<file path="src/rtl/csnq_pkg.sv">
// Shared types and constants for the C-style name quoter.
// Used by csnq_front, csnq_queue, csnq_back and the c_style_name_quoter top level.
// No dependencies.
package csnq_pkg;

  localparam int unsigned MAX_NAME_BYTES = 4096;
  localparam int unsigned NAME_CNT_W     = $clog2(MAX_NAME_BYTES + 1);

  localparam int unsigned LEN_W       = 15;
  localparam logic [LEN_W-1:0] LEN_MAX = {LEN_W{1'b1}};

  localparam int unsigned MAX_RESULTS = 6;
  localparam int unsigned RES_CNT_W   = 3;

  localparam int unsigned QUEUE_DEPTH = 2;
  localparam int unsigned QUEUE_PTR_W = $clog2(QUEUE_DEPTH);
  localparam int unsigned QUEUE_CNT_W = $clog2(QUEUE_DEPTH + 1);

  localparam logic [7:0] CHAR_DQUOTE    = 8'h22;
  localparam logic [7:0] CHAR_BACKSLASH = 8'h5C;
  localparam logic [7:0] CHAR_SPACE     = 8'h20;
  localparam logic [7:0] CHAR_DEL       = 8'h7F;
  localparam logic [7:0] CHAR_ZERO      = 8'h30;

  // One work unit for the back end: the result bytes of one input transaction.
  typedef struct packed {
    logic [MAX_RESULTS-1:0][7:0] bytes;
    logic [RES_CNT_W-1:0]        nres;
    logic                        byte_valid;
    logic                        name_end;
    logic                        needs_quoting;
    logic [LEN_W-1:0]            quoted_length;
  } job_t;

endpackage

</file>
<file path="src/rtl/c_style_name_quoter.sv">
// Top level of the C-style name quoter: stream ports and configuration bit.
// Instantiates csnq_front, csnq_queue and csnq_back; uses csnq_pkg.
//
// The block takes a name one byte per input transaction and returns its
// C-style quoted form one byte per output transaction. An input byte is
// accepted in any cycle in which the two-entry job queue has room, so bytes
// may arrive back to back. The output stage delivers one result per cycle
// while m_axis_tready is high. A byte has one result if plain, two for a
// letter or backslash escape, four for an octal escape, plus one for each
// enclosing quote, at most six; that serializer sets the sustained rate. A
// byte that yields no result (after a NUL, past the length bound) takes no
// output transaction. The final result of a name carries tlast, needs_quoting
// and the quoted length; there is no clearing pass after reset. The user must
// change omit_double_quotes only while idle; the block does not enforce it.
module c_style_name_quoter (
  input  logic        clk,
  input  logic        rst,
  input  logic        cfg_we,
  input  logic        cfg_wdata,      // omit_double_quotes
  input  logic        s_axis_tvalid,
  output logic        s_axis_tready,
  input  logic [7:0]  s_axis_tdata,   // [7:0] in_byte
  input  logic        s_axis_tlast,   // last_byte
  input  logic        s_axis_tuser,   // first_byte
  output logic        m_axis_tvalid,
  input  logic        m_axis_tready,
  output logic [31:0] m_axis_tdata,   // [7:0] out_byte, [8] run_end,
                                      // [9] needs_quoting, [24:10] quoted_length, rest 0
  output logic        m_axis_tlast,   // name_end
  output logic        m_axis_tuser    // byte_valid
);

  logic                       omit_dq;
  logic                       accept;
  logic                       push;
  logic                       pop;
  logic                       full;
  logic                       not_empty;
  csnq_pkg::job_t             push_job;
  csnq_pkg::job_t             head;
  logic [7:0]                 out_byte;
  logic                       run_end;
  logic                       needs_quoting;
  logic [csnq_pkg::LEN_W-1:0] quoted_length;

  always_ff @(posedge clk) begin
    if (rst) begin
      omit_dq <= 1'b0;
    end else if (cfg_we) begin
      omit_dq <= cfg_wdata;
    end
  end

  assign s_axis_tready = !full;
  assign accept        = s_axis_tvalid && s_axis_tready;

  csnq_front u_front (
    .clk        (clk),
    .rst        (rst),
    .omit_dq    (omit_dq),
    .accept     (accept),
    .in_byte    (s_axis_tdata),
    .first_byte (s_axis_tuser),
    .last_byte  (s_axis_tlast),
    .push       (push),
    .job        (push_job)
  );

  csnq_queue u_queue (
    .clk       (clk),
    .rst       (rst),
    .push      (push),
    .push_job  (push_job),
    .pop       (pop),
    .full      (full),
    .not_empty (not_empty),
    .head      (head)
  );

  csnq_back u_back (
    .clk           (clk),
    .rst           (rst),
    .job_valid     (not_empty),
    .job           (head),
    .pop           (pop),
    .out_valid     (m_axis_tvalid),
    .out_ready     (m_axis_tready),
    .out_byte      (out_byte),
    .byte_valid    (m_axis_tuser),
    .run_end       (run_end),
    .name_end      (m_axis_tlast),
    .needs_quoting (needs_quoting),
    .quoted_length (quoted_length)
  );

  assign m_axis_tdata = {7'd0, quoted_length, needs_quoting, run_end, out_byte};

endmodule

</file>
<file path="src/rtl/csnq_front.sv">
// Front end of the quoter: tracks per-name state and turns one input byte
// into a job of up to six result bytes. Depends on csnq_pkg.
module csnq_front (
  input  logic            clk,
  input  logic            rst,
  input  logic            omit_dq,
  input  logic            accept,
  input  logic [7:0]      in_byte,
  input  logic            first_byte,
  input  logic            last_byte,
  output logic            push,
  output csnq_pkg::job_t  job
);

  logic                            stopped;
  logic                            escape_seen;
  logic [csnq_pkg::LEN_W-1:0]      emitted_count;
  logic [csnq_pkg::NAME_CNT_W-1:0] name_bytes;

  logic                            stopped_next;
  logic                            escape_seen_next;
  logic [csnq_pkg::LEN_W-1:0]      emitted_count_next;
  logic [csnq_pkg::NAME_CNT_W-1:0] name_bytes_next;

  logic                            stopped_eff;
  logic                            escape_eff;
  logic [csnq_pkg::LEN_W-1:0]      count_eff;
  logic [csnq_pkg::NAME_CNT_W-1:0] nb_eff;
  logic                            active;
  logic                            hit_end;
  logic                            esc;
  logic [3:0][7:0]                 core;
  logic [2:0]                      core_n;
  logic [7:0]                      letter;
  logic                            open_q;
  logic                            close_q;
  logic [2:0]                      nvalid;
  logic [2:0]                      k;
  logic [csnq_pkg::LEN_W:0]        sum;
  logic [csnq_pkg::LEN_W-1:0]      count_new;
  logic                            escape_new;

  function automatic logic [7:0] letter_for(input logic [7:0] b);
    case (b)
      8'h07:   letter_for = 8'h61;  // a
      8'h08:   letter_for = 8'h62;  // b
      8'h0C:   letter_for = 8'h66;  // f
      8'h0A:   letter_for = 8'h6E;  // n
      8'h0D:   letter_for = 8'h72;  // r
      8'h09:   letter_for = 8'h74;  // t
      8'h0B:   letter_for = 8'h76;  // v
      default: letter_for = 8'h00;
    endcase
  endfunction

  always_comb begin
    // A first mark restarts the name before the byte is looked at.
    stopped_eff = first_byte ? 1'b0 : stopped;
    escape_eff  = first_byte ? 1'b0 : escape_seen;
    count_eff   = first_byte ? '0 : emitted_count;
    nb_eff      = first_byte ? '0 : name_bytes;

    hit_end = (in_byte == 8'h00) ||
              (nb_eff >= csnq_pkg::NAME_CNT_W'(csnq_pkg::MAX_NAME_BYTES));
    active  = !stopped_eff && !hit_end;

    letter = letter_for(in_byte);
    core   = '0;
    core_n = 3'd0;
    esc    = 1'b0;
    if (active) begin
      if (in_byte == csnq_pkg::CHAR_DQUOTE || in_byte == csnq_pkg::CHAR_BACKSLASH) begin
        esc     = 1'b1;
        core[0] = csnq_pkg::CHAR_BACKSLASH;
        core[1] = in_byte;
        core_n  = 3'd2;
      end else if (in_byte >= csnq_pkg::CHAR_SPACE && in_byte < csnq_pkg::CHAR_DEL) begin
        core[0] = in_byte;
        core_n  = 3'd1;
      end else if (letter != 8'h00) begin
        esc     = 1'b1;
        core[0] = csnq_pkg::CHAR_BACKSLASH;
        core[1] = letter;
        core_n  = 3'd2;
      end else begin
        esc     = 1'b1;
        core[0] = csnq_pkg::CHAR_BACKSLASH;
        core[1] = csnq_pkg::CHAR_ZERO + {6'd0, in_byte[7:6]};
        core[2] = csnq_pkg::CHAR_ZERO + {5'd0, in_byte[5:3]};
        core[3] = csnq_pkg::CHAR_ZERO + {5'd0, in_byte[2:0]};
        core_n  = 3'd4;
      end
    end

    open_q  = first_byte && !omit_dq;
    close_q = last_byte && !omit_dq;
    nvalid  = core_n + {2'd0, open_q} + {2'd0, close_q};

    // Opening quote, then the byte's encoding, then the closing quote.
    for (int i = 0; i < csnq_pkg::MAX_RESULTS; i++) begin
      k = 3'(i) - {2'd0, open_q};
      if (open_q && i == 0) begin
        job.bytes[i] = csnq_pkg::CHAR_DQUOTE;
      end else if (k < core_n) begin
        job.bytes[i] = core[k[1:0]];
      end else if (close_q && k == core_n) begin
        job.bytes[i] = csnq_pkg::CHAR_DQUOTE;
      end else begin
        job.bytes[i] = 8'h00;
      end
    end

    sum        = {1'b0, count_eff} + {{(csnq_pkg::LEN_W-2){1'b0}}, nvalid};
    count_new  = (sum > {1'b0, csnq_pkg::LEN_MAX}) ? csnq_pkg::LEN_MAX
                                                    : sum[csnq_pkg::LEN_W-1:0];
    escape_new = escape_eff || esc;

    // A last mark with nothing to emit still yields one empty result.
    job.nres          = (nvalid == 3'd0 && last_byte) ? 3'd1 : nvalid;
    job.byte_valid    = (nvalid != 3'd0);
    job.name_end      = last_byte;
    job.needs_quoting = last_byte && escape_new;
    job.quoted_length = (last_byte && escape_new) ? count_new : '0;

    push = accept && (job.nres != 3'd0);

    if (last_byte) begin
      stopped_next       = 1'b0;
      escape_seen_next   = 1'b0;
      emitted_count_next = '0;
      name_bytes_next    = '0;
    end else begin
      stopped_next       = stopped_eff || hit_end;
      escape_seen_next   = escape_new;
      emitted_count_next = count_new;
      name_bytes_next    = nb_eff + csnq_pkg::NAME_CNT_W'(active);
    end
  end

  always_ff @(posedge clk) begin
    if (rst) begin
      stopped       <= 1'b0;
      escape_seen   <= 1'b0;
      emitted_count <= '0;
      name_bytes    <= '0;
    end else if (accept) begin
      stopped       <= stopped_next;
      escape_seen   <= escape_seen_next;
      emitted_count <= emitted_count_next;
      name_bytes    <= name_bytes_next;
    end
  end

endmodule

</file>
<file path="src/rtl/csnq_queue.sv">
// Short job queue between the front end and the back end of the quoter.
// Depends on csnq_pkg for the job type and depth.
module csnq_queue (
  input  logic            clk,
  input  logic            rst,
  input  logic            push,
  input  csnq_pkg::job_t  push_job,
  input  logic            pop,
  output logic            full,
  output logic            not_empty,
  output csnq_pkg::job_t  head
);

  csnq_pkg::job_t                   entries [csnq_pkg::QUEUE_DEPTH];
  logic [csnq_pkg::QUEUE_PTR_W-1:0] wr_ptr;
  logic [csnq_pkg::QUEUE_PTR_W-1:0] rd_ptr;
  logic [csnq_pkg::QUEUE_CNT_W-1:0] count;

  assign full      = (count == csnq_pkg::QUEUE_CNT_W'(csnq_pkg::QUEUE_DEPTH));
  assign not_empty = (count != '0);
  assign head      = entries[rd_ptr];

  always_ff @(posedge clk) begin
    if (rst) begin
      wr_ptr <= '0;
      rd_ptr <= '0;
      count  <= '0;
    end else begin
      if (push) begin
        wr_ptr <= wr_ptr + 1'b1;
      end
      if (pop) begin
        rd_ptr <= rd_ptr + 1'b1;
      end
      if (push && !pop) begin
        count <= count + 1'b1;
      end else if (pop && !push) begin
        count <= count - 1'b1;
      end
    end
  end

  always_ff @(posedge clk) begin
    if (push) begin
      entries[wr_ptr] <= push_job;
    end
  end

endmodule

</file>
<file path="src/rtl/csnq_back.sv">
// Back end of the quoter: walks the head job into a registered output stage,
// one result per cycle while not stalled. Depends on csnq_pkg for the job type.
module csnq_back (
  input  logic                        clk,
  input  logic                        rst,
  input  logic                        job_valid,
  input  csnq_pkg::job_t              job,
  output logic                        pop,
  output logic                        out_valid,
  input  logic                        out_ready,
  output logic [7:0]                  out_byte,
  output logic                        byte_valid,
  output logic                        run_end,
  output logic                        name_end,
  output logic                        needs_quoting,
  output logic [csnq_pkg::LEN_W-1:0]  quoted_length
);

  logic [csnq_pkg::RES_CNT_W-1:0] idx;
  logic                           load;
  logic                           at_last;

  assign load    = job_valid && (!out_valid || out_ready);
  assign at_last = (idx == job.nres - 1'b1);
  assign pop     = load && at_last;

  always_ff @(posedge clk) begin
    if (rst) begin
      idx       <= '0;
      out_valid <= 1'b0;
    end else begin
      if (load) begin
        idx       <= at_last ? '0 : idx + 1'b1;
        out_valid <= 1'b1;
      end else if (out_ready) begin
        out_valid <= 1'b0;
      end
    end
  end

  // The report fields ride only on the final result of a job.
  always_ff @(posedge clk) begin
    if (load) begin
      out_byte      <= job.bytes[idx];
      byte_valid    <= job.byte_valid;
      run_end       <= at_last;
      name_end      <= at_last && job.name_end;
      needs_quoting <= at_last && job.needs_quoting;
      quoted_length <= at_last ? job.quoted_length : '0;
    end
  end

endmodule
</file>
<file path="config.mk">
export PLATFORM = sky130hd
export DESIGN_NAME = c_style_name_quoter
export DESIGN_NICKNAME = d
export VERILOG_FILES = /design/src/rtl/csnq_pkg.sv /design/src/rtl/c_style_name_quoter.sv /design/src/rtl/csnq_front.sv /design/src/rtl/csnq_queue.sv /design/src/rtl/csnq_back.sv
export SDC_FILE = /design/constraint.sdc
export NUM_CORES = 1
export LEC_CHECK = 0
export BUFFER_PORTS_ARGS = -buffer_cell sky130_fd_sc_hd__clkbuf_2
export CAP_MARGIN = 5
export CORE_ASPECT_RATIO = 1.25
export CORE_MARGIN = 5
export CORE_UTILIZATION = 60
export CTS_BUF_LIST = sky130_fd_sc_hd__clkbuf_4
export DETAILED_ROUTE_END_ITERATION = 16
export HOLD_SLACK_MARGIN = 0.05
export PLACE_DENSITY = 0.91
export RECOVER_POWER = 50
export SLEW_MARGIN = 20
export SYNTH_ARGS = -nofsm -noshare
export SYNTH_HDL_FRONTEND = slang
export SYNTH_SLANG_ARGS = --single-unit
</file>
<file path="constraint.sdc">
create_clock -name clk -period 7.4 [get_ports clk]
set_input_delay 0.37 -clock clk [delete_from_list [all_inputs] [get_ports clk]]
set_output_delay 0.37 -clock clk [all_outputs]
set_load 0.02 [all_outputs]
</file>
# After elaboration in Yosys (flattened, before gate mapping)
# Memories as Yosys holds them, arrays and structs flattened. A register that Yosys moved wholly into a read port is not among the register bits.
# Index checks and enable logic that the tools add are counted.
# W data, S select, Z words.
# word_totals
reg_bits	66
mem_bits_rw	138
inputBits	16
memories	1
# classes
eq_ne	17
add_sub_neg	19
n_lt_le_gt_ge	17
n_reduce_logical	40
mux	62
# mem_list
name	words	width	rd	rd_clocked_by_memory_dff	wr	line_no	rtl
u_queue.entries	2	69	1	1	1	csnq_queue.sv:14	csnq_pkg::job_t entries [csnq_pkg::QUEUE_DEPTH];
# op_table
op	n
$mux W8	15
$bmux W8 S2	6
$mux W16	4
$mux W15	4
$pmux W7 S7	1
$eq A8 B4 Y1 const B	6
$mux W6	6
$mux W32	1
$mux W13	2
$bmux W8 S3	1
$mux W24	1
$eq A3 B3 Y1	7
$logic_and A1 B1 Y1	20
$lt A2 B3 Y1 const B	6
$lt A3 B3 Y1	6
$mux W3	6
$add A15 B3 Y16	1
$gt A16 B15 Y1 const B	1
$add A6 B3 Y7 const A	2
$add A13 B1 Y13	1
$ge A13 B13 Y1 const B	1
$mux W1	13
$eq A8 B3 Y1 const B	1
$eq A8 B6 Y1 const B	1
other kinds (23)	42

# Longest topological paths before layout
# logic_depth
ltp_word	18
mapped_depth	15
ltp_nobuf	14

# Hierarchy
# Synthesis repeated with hierarchy kept, for this count alone.
# hier_totals
cells_unflattened	848
hier_area_um2	10209.8
# modules_own_cells
mod	area_each_um2	n_inst	seq_area_each_um2	cells_per_inst
csnq_queue	5228.8	1	4244.1	237
csnq_front	3315.7	1	600.6	484
csnq_back	1550.2	1	890.9	112
c_style_name_quoter	115.1	1	20.0	15

# Least setup slack after synthesis
# Ideal clock, no wire load.
# synth_path
kind	input port to flip-flop
start	input port s_axis_tdata[4]
end	memory u_queue.entries[0][0] (netlist name), enable pin
cell_stages	11
setup_time_ps	457
n_path_buf	2
t_arrival_ps	4809
slack_ps	2134
cell_sequence	buf_2 > or4_4 > o21ai_4 > buf_2 > nor2_1 > fa_1 > ha_1 > nor3_1 > nand2b_1 > mux2i_2 > nor4_4
# synth_via
elab_chain_cells	16
word_cells_on_any_way	32
cone_classes	2 x add/sub; 2 x order compare; 9 x eq/ne; 8 x mux; 11 x reduce/logical
# synth_rtl
element	line_no	rtl
from (decl)	c_style_name_quoter.sv:22	input logic [7:0] s_axis_tdata,
$eq A8 B4 Y1 / $eq A8 B3 Y1 (equally long branches)	csnq_front.sv:44	case (b)
$pmux W7 S7	csnq_front.sv:44	
$reduce_bool A8 Y1	csnq_front.sv:80	end else if (letter != 8'h00) begin
$mux W3	csnq_front.sv:80	
$mux W3	csnq_front.sv:77	end else if (in_byte >= csnq_pkg::CHAR_SPACE && in_byte < csnq_pkg::CHAR_DEL) begin
$mux W3	csnq_front.sv:72	if (in_byte == csnq_pkg::CHAR_DQUOTE || in_byte == csnq_pkg::CHAR_BACKSLASH) begin
$mux W3 *	csnq_front.sv:71	if (active) begin
$add A3 B1 Y3 * (2 in series)	csnq_front.sv:97	nvalid = core_n + {2'd0, open_q} + {2'd0, close_q};
$logic_not A3 Y1	csnq_front.sv:119	job.nres = (nvalid == 3'd0 && last_byte) ? 3'd1 : nvalid;
$logic_and A1 B1 Y1	csnq_front.sv:119	
$mux W3 *	csnq_front.sv:119	
$reduce_bool A3 Y1 *	csnq_front.sv:125	push = accept && (job.nres != 3'd0);
$logic_and A1 B1 Y1 *	csnq_front.sv:125	
$mux W1 *	csnq_queue.sv:44	if (push) begin
$mux W1 (implied by the code) *	csnq_queue.sv:45	entries[wr_ptr] <= push_job;
to (decl)	csnq_queue.sv:14	
# Every way passes the cells marked *; elsewhere a longest branch is shown, timed or not.

# Worst setup path after layout
# layout_path
start	input port s_axis_tdata[0]
end	memory u_queue.entries[1][38] (netlist name), enable pin
# layout_via
elab_chain_cells	16
word_cells_on_any_way	32
cone_classes	2 x add/sub; 2 x order compare; 9 x eq/ne; 8 x mux; 11 x reduce/logical
# layout_rtl
element	line_no	rtl
$eq A8 B4 Y1 / $eq A8 B3 Y1 (equally long branches)	csnq_front.sv:44	
$pmux W7 S7	csnq_front.sv:44	
$reduce_bool A8 Y1	csnq_front.sv:80	
$mux W3	csnq_front.sv:80	
$mux W3	csnq_front.sv:77	
$mux W3	csnq_front.sv:72	
$mux W3 *	csnq_front.sv:71	
$add A3 B1 Y3 * (2 in series)	csnq_front.sv:97	
$logic_not A3 Y1	csnq_front.sv:119	
$logic_and A1 B1 Y1	csnq_front.sv:119	
$mux W3 *	csnq_front.sv:119	
$reduce_bool A3 Y1 *	csnq_front.sv:125	
$logic_and A1 B1 Y1 *	csnq_front.sv:125	
named net push	c_style_name_quoter.sv:35	logic push;
$mux W1 *	csnq_queue.sv:44	
$mux W1 (implied by the code) *	csnq_queue.sv:45	
# Mark *: on every way through the listed nets, which the timed path passes. The rest lies on a longest branch.

==> results by group <==
Timing
  – Worst Clk Skew: 0.0268 ns
  – Endpoints failing setup: 0
  – Fin Setup TNS: 0 ns
  – Slew @ Worst Pin: 3.13 ns
  – Tcrit/Tclk final: 68.1%
  – Peak Freq: 0.198 GHz
  – Final Slew Violations: 57
  – Final min period: 5.04 ns
  – Final Hold Fails: 0
  – RSZ-0062 raised after global routing: false
  – Rel. slew slack: -109%

Global routing
  – Largest net degree at the start of global routing: 67
  – Initial antenna violation count: 1
  – Vias in the first global route: 6109
  – Global-route wire length before repair: 32.3 mm
  – Total GRT Usage: 22.6%
  – Total global routing overflow: 0

Run
  – Max Cap Viol: 2

Yosys
  – Post-synthesis sequential area ratio: 58.7%
  – Async S/R FF share, synth: 0%
  – YS warnings: 0
  – Cell variety after synth: 76
  – Post-Synthesis Cells: 782
  – Avg Inst Size Synth: 12.2 µm²
  – Ys flop type: edfxtp_1
  – Flops & latches, synth: 199
  – Synthesized area: 9500 µm²
  – EDFF count, synth: 159

CTS
  – Max clock buf depth: 2
  – Clock sinks: 199
  – Setup Fix Bufs, Post-CTS: 0
  – Root buf cell: clkbuf_4
  – Total CTS buffers: 17
  – Reg clk slew, reported paths: 0.19 ns
  – CTS H-Tree Depth: 4
  – Worst skew pair latency: 0.59 ns
  – CTS tree: yes

Setup path
  – WP buf/inv: 2
  – WS Path Type: in -> reg
  – Max FO, Critical Path: 49
  – Worst endpoint required time: 7.67 ns
  – CP delay by family, top: simple AND/OR/NAND/NOR gates
  – Most frequent CP cell: nor3_1
  – Max incr delay on CP: 1.00 ns
  – CP max-delay cell: o21ai_0
  – Crit start category: input port
  – Critical Path Sink Type: register
  – Worst path arrival time: 5.31 ns
  – Flop2flop setup slack: 2.67 ns
  – Critical-path cell list: clkbuf_1 > or4_1 > o21ai_0 > nor2_1 > fa_1 > ha_1 > nor3_1 > nand2b_1 > mux2i_2 > nor3_1 > and2_4 > buf_4

Die
  – Die X: 123 µm
  – Num rows: 51
  – Io pins: 52
  – Die height: 151 µm
  – DIE AREA: 18500 µm²
  – Starting Density: 61.0%
  – Core area: 15600 µm²

Pwr
  – Total Power: 3040 µW
  – Static leakage: 0.00339 µW
  – PD cells: 301 nW/µm²
  – Worst IR Drop VDD: 0.188 mV

Layout
  – Final net count: 849
  – Share of cells above drive strength 1: 11.2%
  – Fin area: 10100 µm²
  – Synth-to-layout area growth: 6.35%

Route
  – # DRC: 0
  – Post-route ant nets: 0
  – Drt first-iter violations: 831
  – Vias: 6443
  – Vias per inst: 6.18
  – DRT Wirelength: 19.9 mm
  – Wirelength per Cell: 19.1 µm
  – First drt pass iteration count: 5

Placed design
  – I/O Buffers: 44
  – Routability cong.: 0.980
  – Placed cell area: 9820 µm²
  – Post-DP HPWL: 13.2 mm

Hold path
  – Tightest Hold Check Type: in -> reg

Run status
  – Violated checks: max-capacitance violations, max-slew violations
  – Status: complete, but fails checks
==> kinds of logic (layout without fill, tap and decap cells) <==
kind of cell / count (synthesis) / after routing / share of synthesized area [%]
muxes: 56 / 56 / 8.72
adders and majority gates: 17 / 17 / 2.40
and+or+nand+nor: 246 / 246 / 13.5
xor gates and xnor gates: 18 / 18 / 1.66
DFF: 199 / 199 / 58.7
other: 1 / 18 / 0.0395
AOI/OAI and AO/OA: 168 / 168 / 11.2
buffers and inverters: 77 / 108 / 3.79
==> through the flow <==
step	hold WS [ns]	setup slack [ns]	instances	utilization [%]
after global placement	0.435	2.56	1006	63.1
after global routing	0.299	1.90	1042	64.9
after floorplan	0.427	2.13	798	-
final	0.316	2.36	1042	64.9
after CTS	0.205	3.05	1041	65.3
after detailed placement	0.440	2.41	1006	63.1
==> layout by cell type (no fill, tap or decap), drive strengths merged, types with 4 or more instances in the layout <==
master  count
nor3       16
xnor2      12
dfxtp      40
a21o        7
o21ai      35
nor2b      14
o31ai       8
clkinv      7
mux4       21
a211oi      4
ha         15
nor4        4
nor3b       5
or3         4
nand3      16
inv        30
and2        7
nand3b      7
o21bai      6
a22oi       8
nand2b      8
clkbuf     62
mux2i      34
edfxtp    159
buf         6
or4         6
nand2      42
xor2        6
nand4b      4
a21oi      61
a31oi       9
o22ai      10
nand4       9
conb       17
nor2       91
==> tightest hold or removal path, delay by kind of cell <==
| kind | cells | cell delay, ns |
|---|---|---|
| buf+inv | 2 | 0.30 |
| compound gates | 1 | 0.06 |
| simple gates | 2 | 0.14 |
==> area by class of cell <==
type | instances | area [µm²]
Sequential cell | 199 | 5580
Fill cell | 1164 | 5470
Multi-Input combinational cell | 522 | 3600
Tap cell | 212 | 265
Timing Repair Buffer | 54 | 260
Clock inverter | 15 | 191
Clock buffer | 17 | 128
Inverter | 22 | 82.6
Antenna cell | 1 | 2.50
==> state kept, by name (all words and copies together), names as in the netlist, 2 cells and up, named ones only <==
signal                 cells
u_back.idx                 3
u_back.out_byte            8
u_back.quoted_length      15
u_front.emitted_count     15
u_front.name_bytes        13
u_queue.count              2
u_queue.entries          132
==> Yosys cell counts (all sizes together), types with 5 or more instances <==
library cell	count	share of area, %
edfxtp	159	50
nor2	91	3.7
a21oi	61	3.3
nand2	42	1.7
dfxtp	40	8.4
o21ai	35	2.0
mux2i	34	3.6
buf	31	2.0
clkbuf	24	0.95
inv	22	0.87
mux4	21	5.0
nand3	16	0.84
nor3	16	0.84
ha	15	2.0
nor2b	14	0.92
xnor2	12	1.1
o22ai	10	0.66
a31oi	9	0.59
nand4	9	0.66
a22oi	8	0.63
nand2b	8	0.53
o31ai	8	0.63
a21o	7	0.55
and2	7	0.46
nand3b	7	0.55
o21bai	6	0.51
or4	6	0.51
xor2	6	0.55
nor3b	5	0.45
==> power breakdown <==
| group | leakage [µW] | internal [µW] | switching, µW | total (µW) |
|---|---|---|---|---|
| sequential | 0.00184 | 1500 | 74.0 | 1570 |
| clock | 0.000167 | 166 | 425 | 591 |
| combinational | 0.00138 | 300 | 576 | 875 |
| total | 0.00339 | 1960 | 1070 | 3040 |
==> worst paths after layout <==
check | depth (start not counted) | startpoint | end
max | 12 | s_axis_tdata[0] | u_queue.entries[1][38]
min | 5 | s_axis_tvalid | u_front.emitted_count[9]
max reg2reg | 13 | u_front.name_bytes[12] | u_queue.entries[1][4]
min reg2reg | 2 | u_front.name_bytes[0] | u_front.name_bytes[0]
==> per-layer routing <==
layer / track usage (%) / share of wire, % / up-vias
li1: - / - / 2979
met1: 31.1 / 40 / 3124
met2: 37.2 / 50 / 292
met3: 3.68 / 7.5 / 48
met4: 7.28 / 2.2 / 0
met5: 0 / 0 / -
==> repair_timing <==
action	CTS	global route
hold buffers	3	0
hold endpoints to repair	2	0
gates resized for setup	0	0
Note: power is estimated with default switching activity, not from simulation.
